<file path="config.mk">
export PLATFORM = sky130hd
export DESIGN_NAME = sextet_frame_decoder_top
export DESIGN_NICKNAME = d
export VERILOG_FILES = /design/src/hdl/sfd_pkg.sv /design/src/hdl/sextet_frame_decoder_top.sv
export SDC_FILE = /design/constraint.sdc
export NUM_CORES = 1
export LEC_CHECK = 0
export BUFFER_PORTS_ARGS = -buffer_cell sky130_fd_sc_hd__buf_4
export CAP_MARGIN = 20
export CORE_MARGIN = 4
export CORE_UTILIZATION = 23
export CTS_CLUSTER_SIZE = 24
export DETAILED_ROUTE_END_ITERATION = 8
export PLACE_DENSITY = 0.45
export SLEW_MARGIN = 20
export SYNTH_ARGS = -nofsm -noshare
export SYNTH_HDL_FRONTEND = slang
export SYNTH_SLANG_ARGS = --single-unit
</file>
<file path="constraint.sdc">
create_clock -name i_clk -period 4.5 [get_ports i_clk]
set_input_delay 0.225 -clock i_clk [delete_from_list [all_inputs] [get_ports i_clk]]
set_output_delay 0.225 -clock i_clk [all_outputs]
set_load 0.02 [all_outputs]
</file>
<file path="src/hdl/sfd_pkg.sv">
// ----------------------------------------------------------------------------
// sfd_pkg
// Shared constants, result codes and the group-to-byte function of the
// sextet frame decoder.
// ----------------------------------------------------------------------------
package sfd_pkg;

    // Frame start marker and the offset that turns a character into a sextet.
    localparam logic [7:0] START_CHAR  = 8'h23;
    localparam logic [7:0] OFFSET_CHAR = 8'h3D;

    // Last frame position that is counted; the counter saturates here.
    localparam logic [2:0] POS_SAT     = 3'd6;
    // First position whose delayed character is a payload character.
    localparam logic [2:0] POS_PAYLOAD = 3'd5;

    // Result kinds, carried on tuser.
    localparam logic KIND_BYTE   = 1'b0;
    localparam logic KIND_STATUS = 1'b1;

    // End-of-frame status codes.
    localparam logic [1:0] ST_OK       = 2'd0;
    localparam logic [1:0] ST_SHORT    = 2'd1;
    localparam logic [1:0] ST_NO_START = 2'd2;
    localparam logic [1:0] ST_BAD_SUM  = 2'd3;

    // Results of one character, waiting to be sent out beat by beat.
    typedef struct packed {
        logic        has_bytes;
        logic        has_status;
        logic [23:0] bytes;
        logic [1:0]  status;
        logic [7:0]  addr;
        logic [7:0]  cmd;
    } t_bundle;

    // Four signed 9-bit sextets give three bytes, lowest byte first.
    // Shifts are arithmetic and each byte keeps its low eight bits.
    function automatic logic [23:0] group_bytes(input logic [8:0] a,
                                                input logic [8:0] b,
                                                input logic [8:0] c,
                                                input logic [8:0] d);
        logic signed [8:0] b_shr;
        logic signed [8:0] c_shr;
        logic [7:0]        byte0;
        logic [7:0]        byte1;
        logic [7:0]        byte2;
        b_shr = $signed(b) >>> 4;
        c_shr = $signed(c) >>> 2;
        byte0 = {a[5:0], 2'b00} | b_shr[7:0];
        byte1 = {b[3:0], 4'b0000} | c_shr[7:0];
        byte2 = {c[1:0], 6'b000000} | d[7:0];
        return {byte2, byte1, byte0};
    endfunction

endpackage

</file>
<file path="src/hdl/sextet_frame_decoder_top.sv">
// ----------------------------------------------------------------------------
// sextet_frame_decoder_top
// Decodes a '#'-framed character stream of offset sextets into bytes and
// an end-of-frame status with address, command and checksum check.
// ----------------------------------------------------------------------------
//  Channel  | Direction | tdata                     | tuser | tlast
//  ---------+-----------+---------------------------+-------+---------------
//  s (in)   | input     | [7:0] rx_char             | -     | frame_end
//  m (out)  | output    | [7:0] payload_byte,       | kind  | last_of_run
//           |           | [9:8] status, [17:10]     |       |
//           |           | address_char, [25:18]     |       |
//           |           | command_char, [31:26] zero|       |
//
// A character is captured in an input register and decoded into a result
// register holding up to three bytes and one status beat; a character with
// beats waits until the last beat held there is sent. The output sends one
// beat per cycle while the receiver is ready, at most four per character.
// A character with no beats passes even while the result register drains.
// Reset is synchronous and active low; either side may stall at any time.
// ----------------------------------------------------------------------------
module sextet_frame_decoder_top (
    input  logic        i_clk,
    input  logic        i_rst_n,
    input  logic        i_s_tvalid,
    output logic        o_s_tready,
    input  logic [7:0]  i_s_tdata,   // [7:0] rx_char
    input  logic        i_s_tlast,
    output logic        o_m_tvalid,
    input  logic        i_m_tready,
    output logic [31:0] o_m_tdata,   // [7:0] payload_byte, [9:8] status,
                                     // [17:10] address_char,
                                     // [25:18] command_char, [31:26] zero
    output logic        o_m_tuser,   // [0] kind
    output logic        o_m_tlast
);

    // Input register.
    logic        r_in_valid;
    logic [7:0]  r_in_char;
    logic        r_in_end;

    // Frame decoding state.
    logic [2:0]  r_pos,   n_pos;
    logic [11:0] r_sum,   n_sum;
    logic [7:0]  r_d0,    n_d0;
    logic [7:0]  r_d1,    n_d1;
    logic [8:0]  r_g0,    n_g0;
    logic [8:0]  r_g1,    n_g1;
    logic [8:0]  r_g2,    n_g2;
    logic [1:0]  r_phase, n_phase;
    logic        r_start, n_start;
    logic [7:0]  r_addr,  n_addr;
    logic [7:0]  r_cmd,   n_cmd;

    // Result register and beat index.
    logic                r_b_valid;
    sfd_pkg::t_bundle    r_b;
    sfd_pkg::t_bundle    n_b;
    logic [1:0]          r_idx;

    logic        w_start_now;
    logic [8:0]  w_sextet;
    logic        w_full;
    logic        w_part;
    logic [8:0]  w_ga;
    logic [8:0]  w_gb;
    logic [8:0]  w_gc;
    logic [8:0]  w_gd;
    logic [7:0]  w_c1;
    logic [7:0]  w_c2;
    logic        w_any;
    logic        w_out_fire;
    logic        w_is_status;
    logic        w_out_last;
    logic        w_b_free;
    logic        w_proc;
    logic        w_accept;
    logic [7:0]  w_byte;

    // Decode of the registered character against the frame state.
    always_comb begin
        n_pos   = r_pos;
        n_sum   = r_sum;
        n_g0    = r_g0;
        n_g1    = r_g1;
        n_g2    = r_g2;
        n_phase = r_phase;
        n_start = r_start;
        n_addr  = r_addr;
        n_cmd   = r_cmd;
        w_full  = 1'b0;
        w_part  = 1'b0;
        w_ga    = r_g0;
        w_gb    = r_g1;
        w_gc    = r_g2;
        w_gd    = 9'd0;
        w_c1    = 8'd0;
        w_c2    = 8'd0;
        n_b.has_bytes  = 1'b0;
        n_b.has_status = r_in_end;
        n_b.bytes      = 24'd0;
        n_b.status     = sfd_pkg::ST_OK;
        n_b.addr       = 8'd0;
        n_b.cmd        = 8'd0;

        w_sextet    = {1'b0, r_d1} - {1'b0, sfd_pkg::OFFSET_CHAR};
        w_start_now = r_start;

        // Header characters.
        if (r_pos == 3'd0) begin
            n_start     = (r_in_char == sfd_pkg::START_CHAR);
            w_start_now = n_start;
        end else if (r_pos == 3'd1) begin
            n_addr = r_in_char;
        end else if (r_pos == 3'd2) begin
            n_cmd = r_in_char;
        end

        // The character leaving the delay line joins the sum and, from the payload position on, the group.
        if (r_pos >= 3'd2) begin
            n_sum = r_sum + {4'd0, r_d1};
            if (r_pos >= sfd_pkg::POS_PAYLOAD) begin
                if (r_phase == 2'd3) begin
                    w_full  = 1'b1;
                    w_gd    = w_sextet;
                    n_phase = 2'd0;
                end else begin
                    case (r_phase)
                        2'd0:    n_g0 = w_sextet;
                        2'd1:    n_g1 = w_sextet;
                        default: n_g2 = w_sextet;
                    endcase
                    n_phase = r_phase + 2'd1;
                end
            end
        end

        n_d1 = r_d0;
        n_d0 = r_in_char;

        if (!r_in_end) begin
            n_pos = (r_pos < sfd_pkg::POS_SAT) ? r_pos + 3'd1 : sfd_pkg::POS_SAT;
        end else begin
            // Zero-filled partial group at the end of the frame.
            if (n_phase != 2'd0) begin
                w_part = 1'b1;
                w_ga   = n_g0;
                w_gb   = (n_phase > 2'd1) ? n_g1 : 9'd0;
                w_gc   = (n_phase > 2'd2) ? n_g2 : 9'd0;
                w_gd   = 9'd0;
            end
            // Checksum characters expected from the running sum.
            w_c1 = sfd_pkg::OFFSET_CHAR + {2'd0, n_sum[11:6]};
            w_c2 = sfd_pkg::OFFSET_CHAR + {2'd0, n_sum[5:0]};
            if (r_pos < sfd_pkg::POS_PAYLOAD) begin
                n_b.status = sfd_pkg::ST_SHORT;
            end else if (!w_start_now) begin
                n_b.status = sfd_pkg::ST_NO_START;
            end else if (w_c1 != r_d0 || w_c2 != r_in_char) begin
                n_b.status = sfd_pkg::ST_BAD_SUM;
            end else begin
                n_b.status = sfd_pkg::ST_OK;
            end
            n_b.addr = n_addr;
            n_b.cmd  = n_cmd;
            // Back to the reset state for the next frame.
            n_pos   = 3'd0;
            n_sum   = 12'd0;
            n_d0    = 8'd0;
            n_d1    = 8'd0;
            n_g0    = 9'd0;
            n_g1    = 9'd0;
            n_g2    = 9'd0;
            n_phase = 2'd0;
            n_start = 1'b0;
            n_addr  = 8'd0;
            n_cmd   = 8'd0;
        end

        // Bytes only come out of frames that opened with the start marker.
        n_b.has_bytes = (w_full || w_part) && w_start_now;
        n_b.bytes     = sfd_pkg::group_bytes(w_ga, w_gb, w_gc, w_gd);
    end

    // Handshake and beat sequencing.
    always_comb begin
        w_any       = n_b.has_bytes || n_b.has_status;
        w_out_fire  = r_b_valid && i_m_tready;
        w_is_status = r_b.has_status && (!r_b.has_bytes || r_idx == 2'd3);
        w_out_last  = r_b.has_status ? w_is_status : (r_idx == 2'd2);
        w_b_free    = !r_b_valid || (w_out_fire && w_out_last);
        w_proc      = r_in_valid && (w_b_free || !w_any);
        w_accept    = i_s_tvalid && o_s_tready;
    end

    assign o_s_tready = !r_in_valid || w_proc;

    // Input register.
    always_ff @(posedge i_clk) begin
        if (!i_rst_n) begin
            r_in_valid <= 1'b0;
        end else if (w_accept) begin
            r_in_valid <= 1'b1;
        end else if (w_proc) begin
            r_in_valid <= 1'b0;
        end
    end

    always_ff @(posedge i_clk) begin
        if (w_accept) begin
            r_in_char <= i_s_tdata;
            r_in_end  <= i_s_tlast;
        end
    end

    // Frame state update.
    always_ff @(posedge i_clk) begin
        if (!i_rst_n) begin
            r_pos   <= 3'd0;
            r_sum   <= 12'd0;
            r_d0    <= 8'd0;
            r_d1    <= 8'd0;
            r_g0    <= 9'd0;
            r_g1    <= 9'd0;
            r_g2    <= 9'd0;
            r_phase <= 2'd0;
            r_start <= 1'b0;
            r_addr  <= 8'd0;
            r_cmd   <= 8'd0;
        end else if (w_proc) begin
            r_pos   <= n_pos;
            r_sum   <= n_sum;
            r_d0    <= n_d0;
            r_d1    <= n_d1;
            r_g0    <= n_g0;
            r_g1    <= n_g1;
            r_g2    <= n_g2;
            r_phase <= n_phase;
            r_start <= n_start;
            r_addr  <= n_addr;
            r_cmd   <= n_cmd;
        end
    end

    // Result register control.
    always_ff @(posedge i_clk) begin
        if (!i_rst_n) begin
            r_b_valid <= 1'b0;
            r_idx     <= 2'd0;
        end else if (w_proc && w_any) begin
            r_b_valid <= 1'b1;
            r_idx     <= n_b.has_bytes ? 2'd0 : 2'd3;
        end else if (w_out_fire && w_out_last) begin
            r_b_valid <= 1'b0;
        end else if (w_out_fire) begin
            r_idx <= r_idx + 2'd1;
        end
    end

    always_ff @(posedge i_clk) begin
        if (w_proc && w_any) begin
            r_b <= n_b;
        end
    end

    // Output beat selection.
    always_comb begin
        case (r_idx)
            2'd0:    w_byte = r_b.bytes[7:0];
            2'd1:    w_byte = r_b.bytes[15:8];
            default: w_byte = r_b.bytes[23:16];
        endcase
    end

    assign o_m_tvalid = r_b_valid;
    assign o_m_tuser  = w_is_status ? sfd_pkg::KIND_STATUS : sfd_pkg::KIND_BYTE;
    assign o_m_tlast  = w_out_last;
    assign o_m_tdata  = w_is_status ?
                        {6'd0, r_b.cmd, r_b.addr, r_b.status, 8'd0} :
                        {24'd0, w_byte};

endmodule
</file>
==> out/qor.csv, run 1 <==
metric,value,unit
min-delay-path-class,input pin to flip-flop,
core.rowCount,64,
leakagePower,2.983,nW
power-per-cell-area,338.0,nW/µm²
fin_setup_tns,0,ps
synth-edff-count,53,
synth_top_cell_by_area,edfxtp_1,
route.detailed.drc,0,
antenna_found_initial,0,
pre_cts_slack,561.8,ps
peakVddDrop,234.2,µV
initial_core_util,23.32,%
timing_hold_violations_final,0,
synth_area_leaders,"edfxtp_1 (22%), dfxtp_1 (22%), nand2_1 (5.7%), nor2b_1 (5.5%), a22oi_1 (4.7%)",
die_width,184.4,µm
max-cap-violations,0,
slew-limit-headroom,34.35,%
grt_setup_unrepaired,false,
yosysWarnings,0,
postRouteAntennaNets,0,
route.detailed.wl_per_inst,16.46,µm
clock-root-buffer,clkbuf_16,
globalRoute.totalOverflow,0,
floorplan.die_area,33990,µm²
cts-buffers-inserted,17,
cts-hold-fix-buffers,9,
drive_gt1_share,12.89,%
worst_ep_required,4630,ps
pin_count_of_the_biggest_net_entering_global_routing,79,
synth_cell_types,75,
cts_htree_levels,4,
core_area,30670,µm²
fin_skew,11.98,ps
synthesis.instances,779,
clk_transition_reported_paths,60,ps
vias,5792,
yosys.area.top_type_share,22.25,%
synth-seq-cells,131,
netlist_area,7153,µm²
post_cts_resize_count,0,
vias_in_the_first_global_route,5612,
grt_first_pass_wirelength,32.48,mm
worstSkewPairLatency,420,ps
ff2ff_path_depth,15,
grtUsageTotal,12.11,%
cp.arrival,4060,ps
drt_iter0_drc,319,
setup.worst_path.end_class,flip-flop,
synthTopCellsByCount,"nand2_1 (108), dfxtp_1 (78), nor2b_1 (63)",
gpl.final_weighted_congestion,0.8187,
max-clock-path-buffers,2,
crit_path_max_fanout,4,
status,"finished, final reports clean",
design.final.nets,861,
numPortBuffers,42,
cts_setup_buffers,0,
final-instance-count-excl-fill,1234,
synth_sequential_area_ratio,44.08,%
area.growth.synth_to_final,19.98,%
synth_flop_cell,dfxtp_1,
synthMostInstantiatedCell,nand2_1,
fmax,254.7,MHz
worstHoldPathCells,3,
period_minus_slack,3926,ps
post-place-cells,1193,
cp_slowest_cell,fa_1,
timing.critical_path.from_type,flip-flop,
clock_sinks,131,
asyncSetResetFlopFracSynth,0,%
final.period_utilization,87.25,%
worstMarginPinSlew,978.7,ps
first_pass_iters,5,
critical_path_class,flip-flop to flip-flop,
antenna_diode_count,0,
timing.critical_path.slowest_cell_delay,410,ps
finalWorstSetupSlack,573.6,ps
die_height,184.4,µm
drt-vias-per-instance,4.694,
routed_wl,20.31,mm
worstPathCellList,ha_1 -> fa_1 -> a211oi_1 -> o31a_1 -> xnor2_1 -> mux2i_4 -> inv_2 -> ha_1 -> xnor2_1 -> nand2_1 -> nor4_2 -> nand4_1 -> or3_1 -> nor4_2 -> a311oi_1,
final_max_slew_viol_count,0,
syn_avg_cell_area,9.182,µm²
dpl_hpwl,14.50,mm
ios,49,
tritoncts,built,
final-setup-viol-count,0,
fillerInstances,3238,
[path summary, 6_finish.rpt]
path	slack, ps	from	end
max	570	r_sum[0]	r_b[17]
min	80	i_s_tvalid	r_in_valid
max reg2reg	570	r_sum[0]	r_b[17]
min reg2reg	490	r_start	r_start
[state kept, by name, indices dropped and copies added, names as in the netlist]
register    cells
r_d0            8
r_phase         2
r_in_valid      1
r_d1            8
r_b            44
r_in_char       8
r_g0            6
r_cmd           8
r_in_end        1
r_start         1
r_idx           2
r_addr          8
r_g1            9
r_sum          12
r_pos           3
r_g2            9
o_m_tvalid      1
[placed cells by master, fill, tap and decap left out, types with 8 or more instances in the layout]
master         netlist  routed
xnor2_1             22      22
dfxtp_1             78      78
and2_1              26      26
and3_1              12      12
o21ai_1              8       8
xor2_1              11      11
a21boi_0            19      19
nand3_1             17      17
dlygate4sd3_1        0       9
buf_4                6      57
edfxtp_1            53      53
a22oi_1             45      45
inv_1               20      19
nor2_1              38      37
nor2b_1             63      63
clkbuf_16            0      17
a21oi_1             56      55
nand2_1            108     108
ha_1                22      22
o21ai_0             22      22
nor3_1              13      13
[report_power, final]
group          internal [mW]  switching (mW)  total, mW  leakage [nW]
Clock                  0.833           0.587       1.42         0.293
Sequential              1.25          0.0222       1.28          1.11
Combinational         0.0761           0.128      0.204          1.58
[layer usage]
layer	track usage [%]	routed length, µm	up-vias
met4	3.135	269	0
met2	19.27	9453	93
met5	0	0	-
met3	1.974	708	15
li1	-	-	2880
met1	17.16	9880	2804
[per-stage QoR]
stage / util (%) / cell area [µm²] / power [mW] / hold slack (ps)
6_report: 27.98 / 8582 / 2.900 / 76.46
5_1_grt: 27.98 / 8582 / 3.013 / 92.19
4_1_cts: 27.98 / 8582 / 2.938 / 57.91
3_5_place_dp: 25.74 / 7895 / 1.503 / 404.7
3_3_place_gp: 25.74 / 7895 / 1.503 / 404.8
2_1_floorplan: - / 7172 / 1.424 / 323.9
[cell families (layout without fill, tap and decap cells)]
logic type | Yosys count | count (layout) | synth area share [%]
flops | 131 | 131 | 44.08
buf+inv | 66 | 120 | 4.443
compound gates | 216 | 216 | 20.41
mux | 4 | 4 | 1.084
simple gates | 304 | 304 | 21.53
fa+ha+maj | 23 | 23 | 4.128
other cells | 1 | 6 | 0.05242
xor+xnor | 34 | 34 | 4.268
[critical path, delay by kind of cell, from the launching register on]
family / cells / cell delay (ps)
buf+inv: 1 / 80
mux: 1 / 200
flops: 1 / 340
simple gates: 5 / 1030
xor+xnor: 2 / 250
fa+ha+maj: 3 / 950
compound gates: 3 / 780
[final cells by class]
cell class              count  area (µm²)  share of cell area [%]
multi-input cells         587        3720                   43.34
clock inverters            15       171.4                   1.997
well taps                 396       495.5                   5.773
flip-flops and latches    131        3153                   36.74
inverters                  21       78.83                  0.9185
repair buffers             67       538.0                   6.269
clock buffers              17       425.4                   4.957
No activity file was read; power rests on OpenSTA's default activity.
==> run 2: changes to the inputs <==
--- a/config.mk
+++ b/config.mk
@@ -9,9 +9,9 @@
 export CAP_MARGIN = 20
 export CORE_MARGIN = 4
 export CORE_UTILIZATION = 23
-export CTS_CLUSTER_SIZE = 24
+export CTS_CLUSTER_SIZE = 30
 export DETAILED_ROUTE_END_ITERATION = 8
-export PLACE_DENSITY = 0.45
+export PLACE_DENSITY = 0.42
 export SLEW_MARGIN = 20
 export SYNTH_ARGS = -nofsm -noshare
 export SYNTH_HDL_FRONTEND = slang
==> run 2 against run 1 <==
Critical path depth stayed put. Wire length increased by 1.7%. Register-to-register slack improved by 20 ps. Highest routed layer unchanged. Largest power group unchanged. Largest cell class unchanged.
==> out/qor.csv, run 2 (synthesized netlist as in run 1, its figures left out) <==
metric,value,unit,change
largest_register_ffs,44,,unchanged
floorplan.die_area,33990,µm²,unchanged
grt_setup_unrepaired,false,,unchanged
final.period_utilization,86.87,%,was 87.25%
worst_ep_required,4620,ps,was 4630 ps
fmax,255.8,MHz,was 254.7 MHz
fin_skew,16.79,ps,was 11.98 ps
first_pass_iters,4,,was 5
fin_setup_tns,0,ps,unchanged
leakagePower,2.963,nW,was 2.983 nW
pre_cts_slack,593.9,ps,was 561.8 ps
dpl_hpwl,14.74,mm,was 14.50 mm
ff_latch_area,3153,µm²,unchanged
routed_wl,20.66,mm,was 20.31 mm
worstMarginPinSlew,1093,ps,was 978.7 ps
registers.top_by_ff_count,r_b,,unchanged
peakVddDrop,205.2,µV,was 234.2 µV
vias,5676,,was 5792
setup.worst_path.end_class,flip-flop,,unchanged
die_height,184.4,µm,unchanged
ios,49,,unchanged
cts-buffers-inserted,17,,unchanged
design.final.nets,857,,was 861
globalRoute.totalOverflow,0,,unchanged
crit_path_max_fanout,4,,unchanged
finalWorstSetupSlack,590.9,ps,was 573.6 ps
die_width,184.4,µm,unchanged
core_area,30670,µm²,unchanged
pin_count_of_the_biggest_net_entering_global_routing,79,,unchanged
postRouteAntennaNets,0,,unchanged
drive_gt1_share,12.47,%,was 12.89%
status,"finished, final reports clean",,unchanged
grt_first_pass_wirelength,32.86,mm,was 32.48 mm
drt_iter0_drc,377,,was 319
cts_setup_buffers,0,,unchanged
critical_path_class,flip-flop to flip-flop,,unchanged
tritoncts,built,,unchanged
reg.largest.list,"r_b x44, r_sum x12",,unchanged
cts_htree_levels,4,,unchanged
core.rowCount,64,,unchanged
clock_sinks,131,,unchanged
cp.arrival,4030,ps,was 4060 ps
final_max_slew_viol_count,0,,unchanged
area.growth.synth_to_final,19.57,%,was 19.98%
drt-vias-per-instance,4.615,,was 4.694
timing_hold_violations_final,0,,unchanged
report.power.total,2.908,mW,was 2.900 mW
multiInputGateArea,3720,µm²,unchanged
period_minus_slack,3909,ps,was 3926 ps
placed_area,7865,µm²,was 7895 µm²
grtUsageTotal,12.23,%,was 12.11%
fillerInstances,3253,,was 3238
antenna_diode_count,0,,unchanged
route.detailed.wl_per_inst,16.79,µm,was 16.46 µm
layout_commonest_cell,nand2_1,,unchanged
timing.critical_path.from_type,flip-flop,,unchanged
final-setup-viol-count,0,,unchanged
route.detailed.drc,0,,unchanged
min-delay-path-class,input pin to flip-flop,,unchanged
initial_core_util,23.32,%,unchanged
final_cell_mix,"nand2_1 (108), dfxtp_1 (78), nor2b_1 (63), a21oi_1 (55)",,"was nand2_1 (108), dfxtp_1 (78), nor2b_1 (63), buf_4 (57), a21oi_1 (55)"
max-clock-path-buffers,2,,unchanged
clk_transition_reported_paths,60,ps,about the same
max-cap-violations,0,,unchanged
gpl.final_weighted_congestion,0.7873,,was 0.8187
hold-worst-slack,62.78,ps,was 76.46 ps
clock-root-buffer,clkbuf_16,,unchanged
numPortBuffers,42,,unchanged
slew-limit-headroom,27.08,%,was 34.35%
power-per-cell-area,340.0,nW/µm²,was 338.0 nW/µm²
vias_in_the_first_global_route,5616,,was 5612
antenna_found_initial,0,,unchanged
worstSkewPairLatency,430,ps,was 420 ps
final_cell_area,8553,µm²,was 8582 µm²
==> run 2: metal layers <==
layer / wire length, µm / GRT usage [%] / share of wire [%] / vias up
met5: 0 / 0 / 0 / -
met4: 200 / 3.046 / 0.97 / 0
met3: 597 / 1.816 / 2.9 / 13
met2: 9403 / 19.31 / 46 / 94
met1: 10460 / 17.58 / 51 / 2704
li1: - / - / - / 2865
==> run 2: through the flow <==
| step | utilization [%] | cells |
|---|---|---|
| after global routing | 27.89 | 1230 |
| after floorplan | - | 784 |
| final | 27.89 | 1230 |
| after global placement | 25.64 | 1189 |
| after detailed placement | 25.64 | 1189 |
| after CTS | 27.89 | 1230 |
==> run 2: critical path, stage by stage, from the launching register on <==
cell,delay (ps)
dfxtp_1,340
ha_1,240
fa_1,410
a211oi_1,350
o31a_1,260
xnor2_1,120
mux2i_4,210
inv_2,80
ha_1,290
xnor2_1,150
nand2_1,80
nor4_2,200
nand4_1,100
or3_1,320
nor4_2,320
a311oi_1,130
==> run 2: worst paths after layout <==
path	start	end	slack, ps	cells after the start
worst min register to register	r_start	r_start	480	2
worst max-delay path	r_sum[0]	r_b[17]	590	15
worst min-delay path	i_s_tvalid	r_in_valid	60	3
worst max register to register	r_sum[0]	r_b[17]	590	15
==> run 2: what timing repair did <==
action | CTS | global route
hold buffers | 9 | 0
gates resized for setup | 0 | 0
endpoints found under the hold margin | 9 | 0
==> run 2: area by class of cell <==
type,instances,area share (%)
clock buffers,18,5.018
clock inverters,14,1.975
inverters,21,0.9216
multi-input cells,587,43.49
flip-flops and latches,131,36.86
well taps,396,5.793
repair buffers,63,5.939
==> run 2: power breakdown <==
group	total, mW	switching (mW)	leakage (nW)	internal (mW)
Clock	1.43	0.594	0.290	0.836
Combinational	0.203	0.129	1.56	0.0740
Sequential	1.28	0.0220	1.11	1.25
Total	2.91	0.745	2.96	2.16
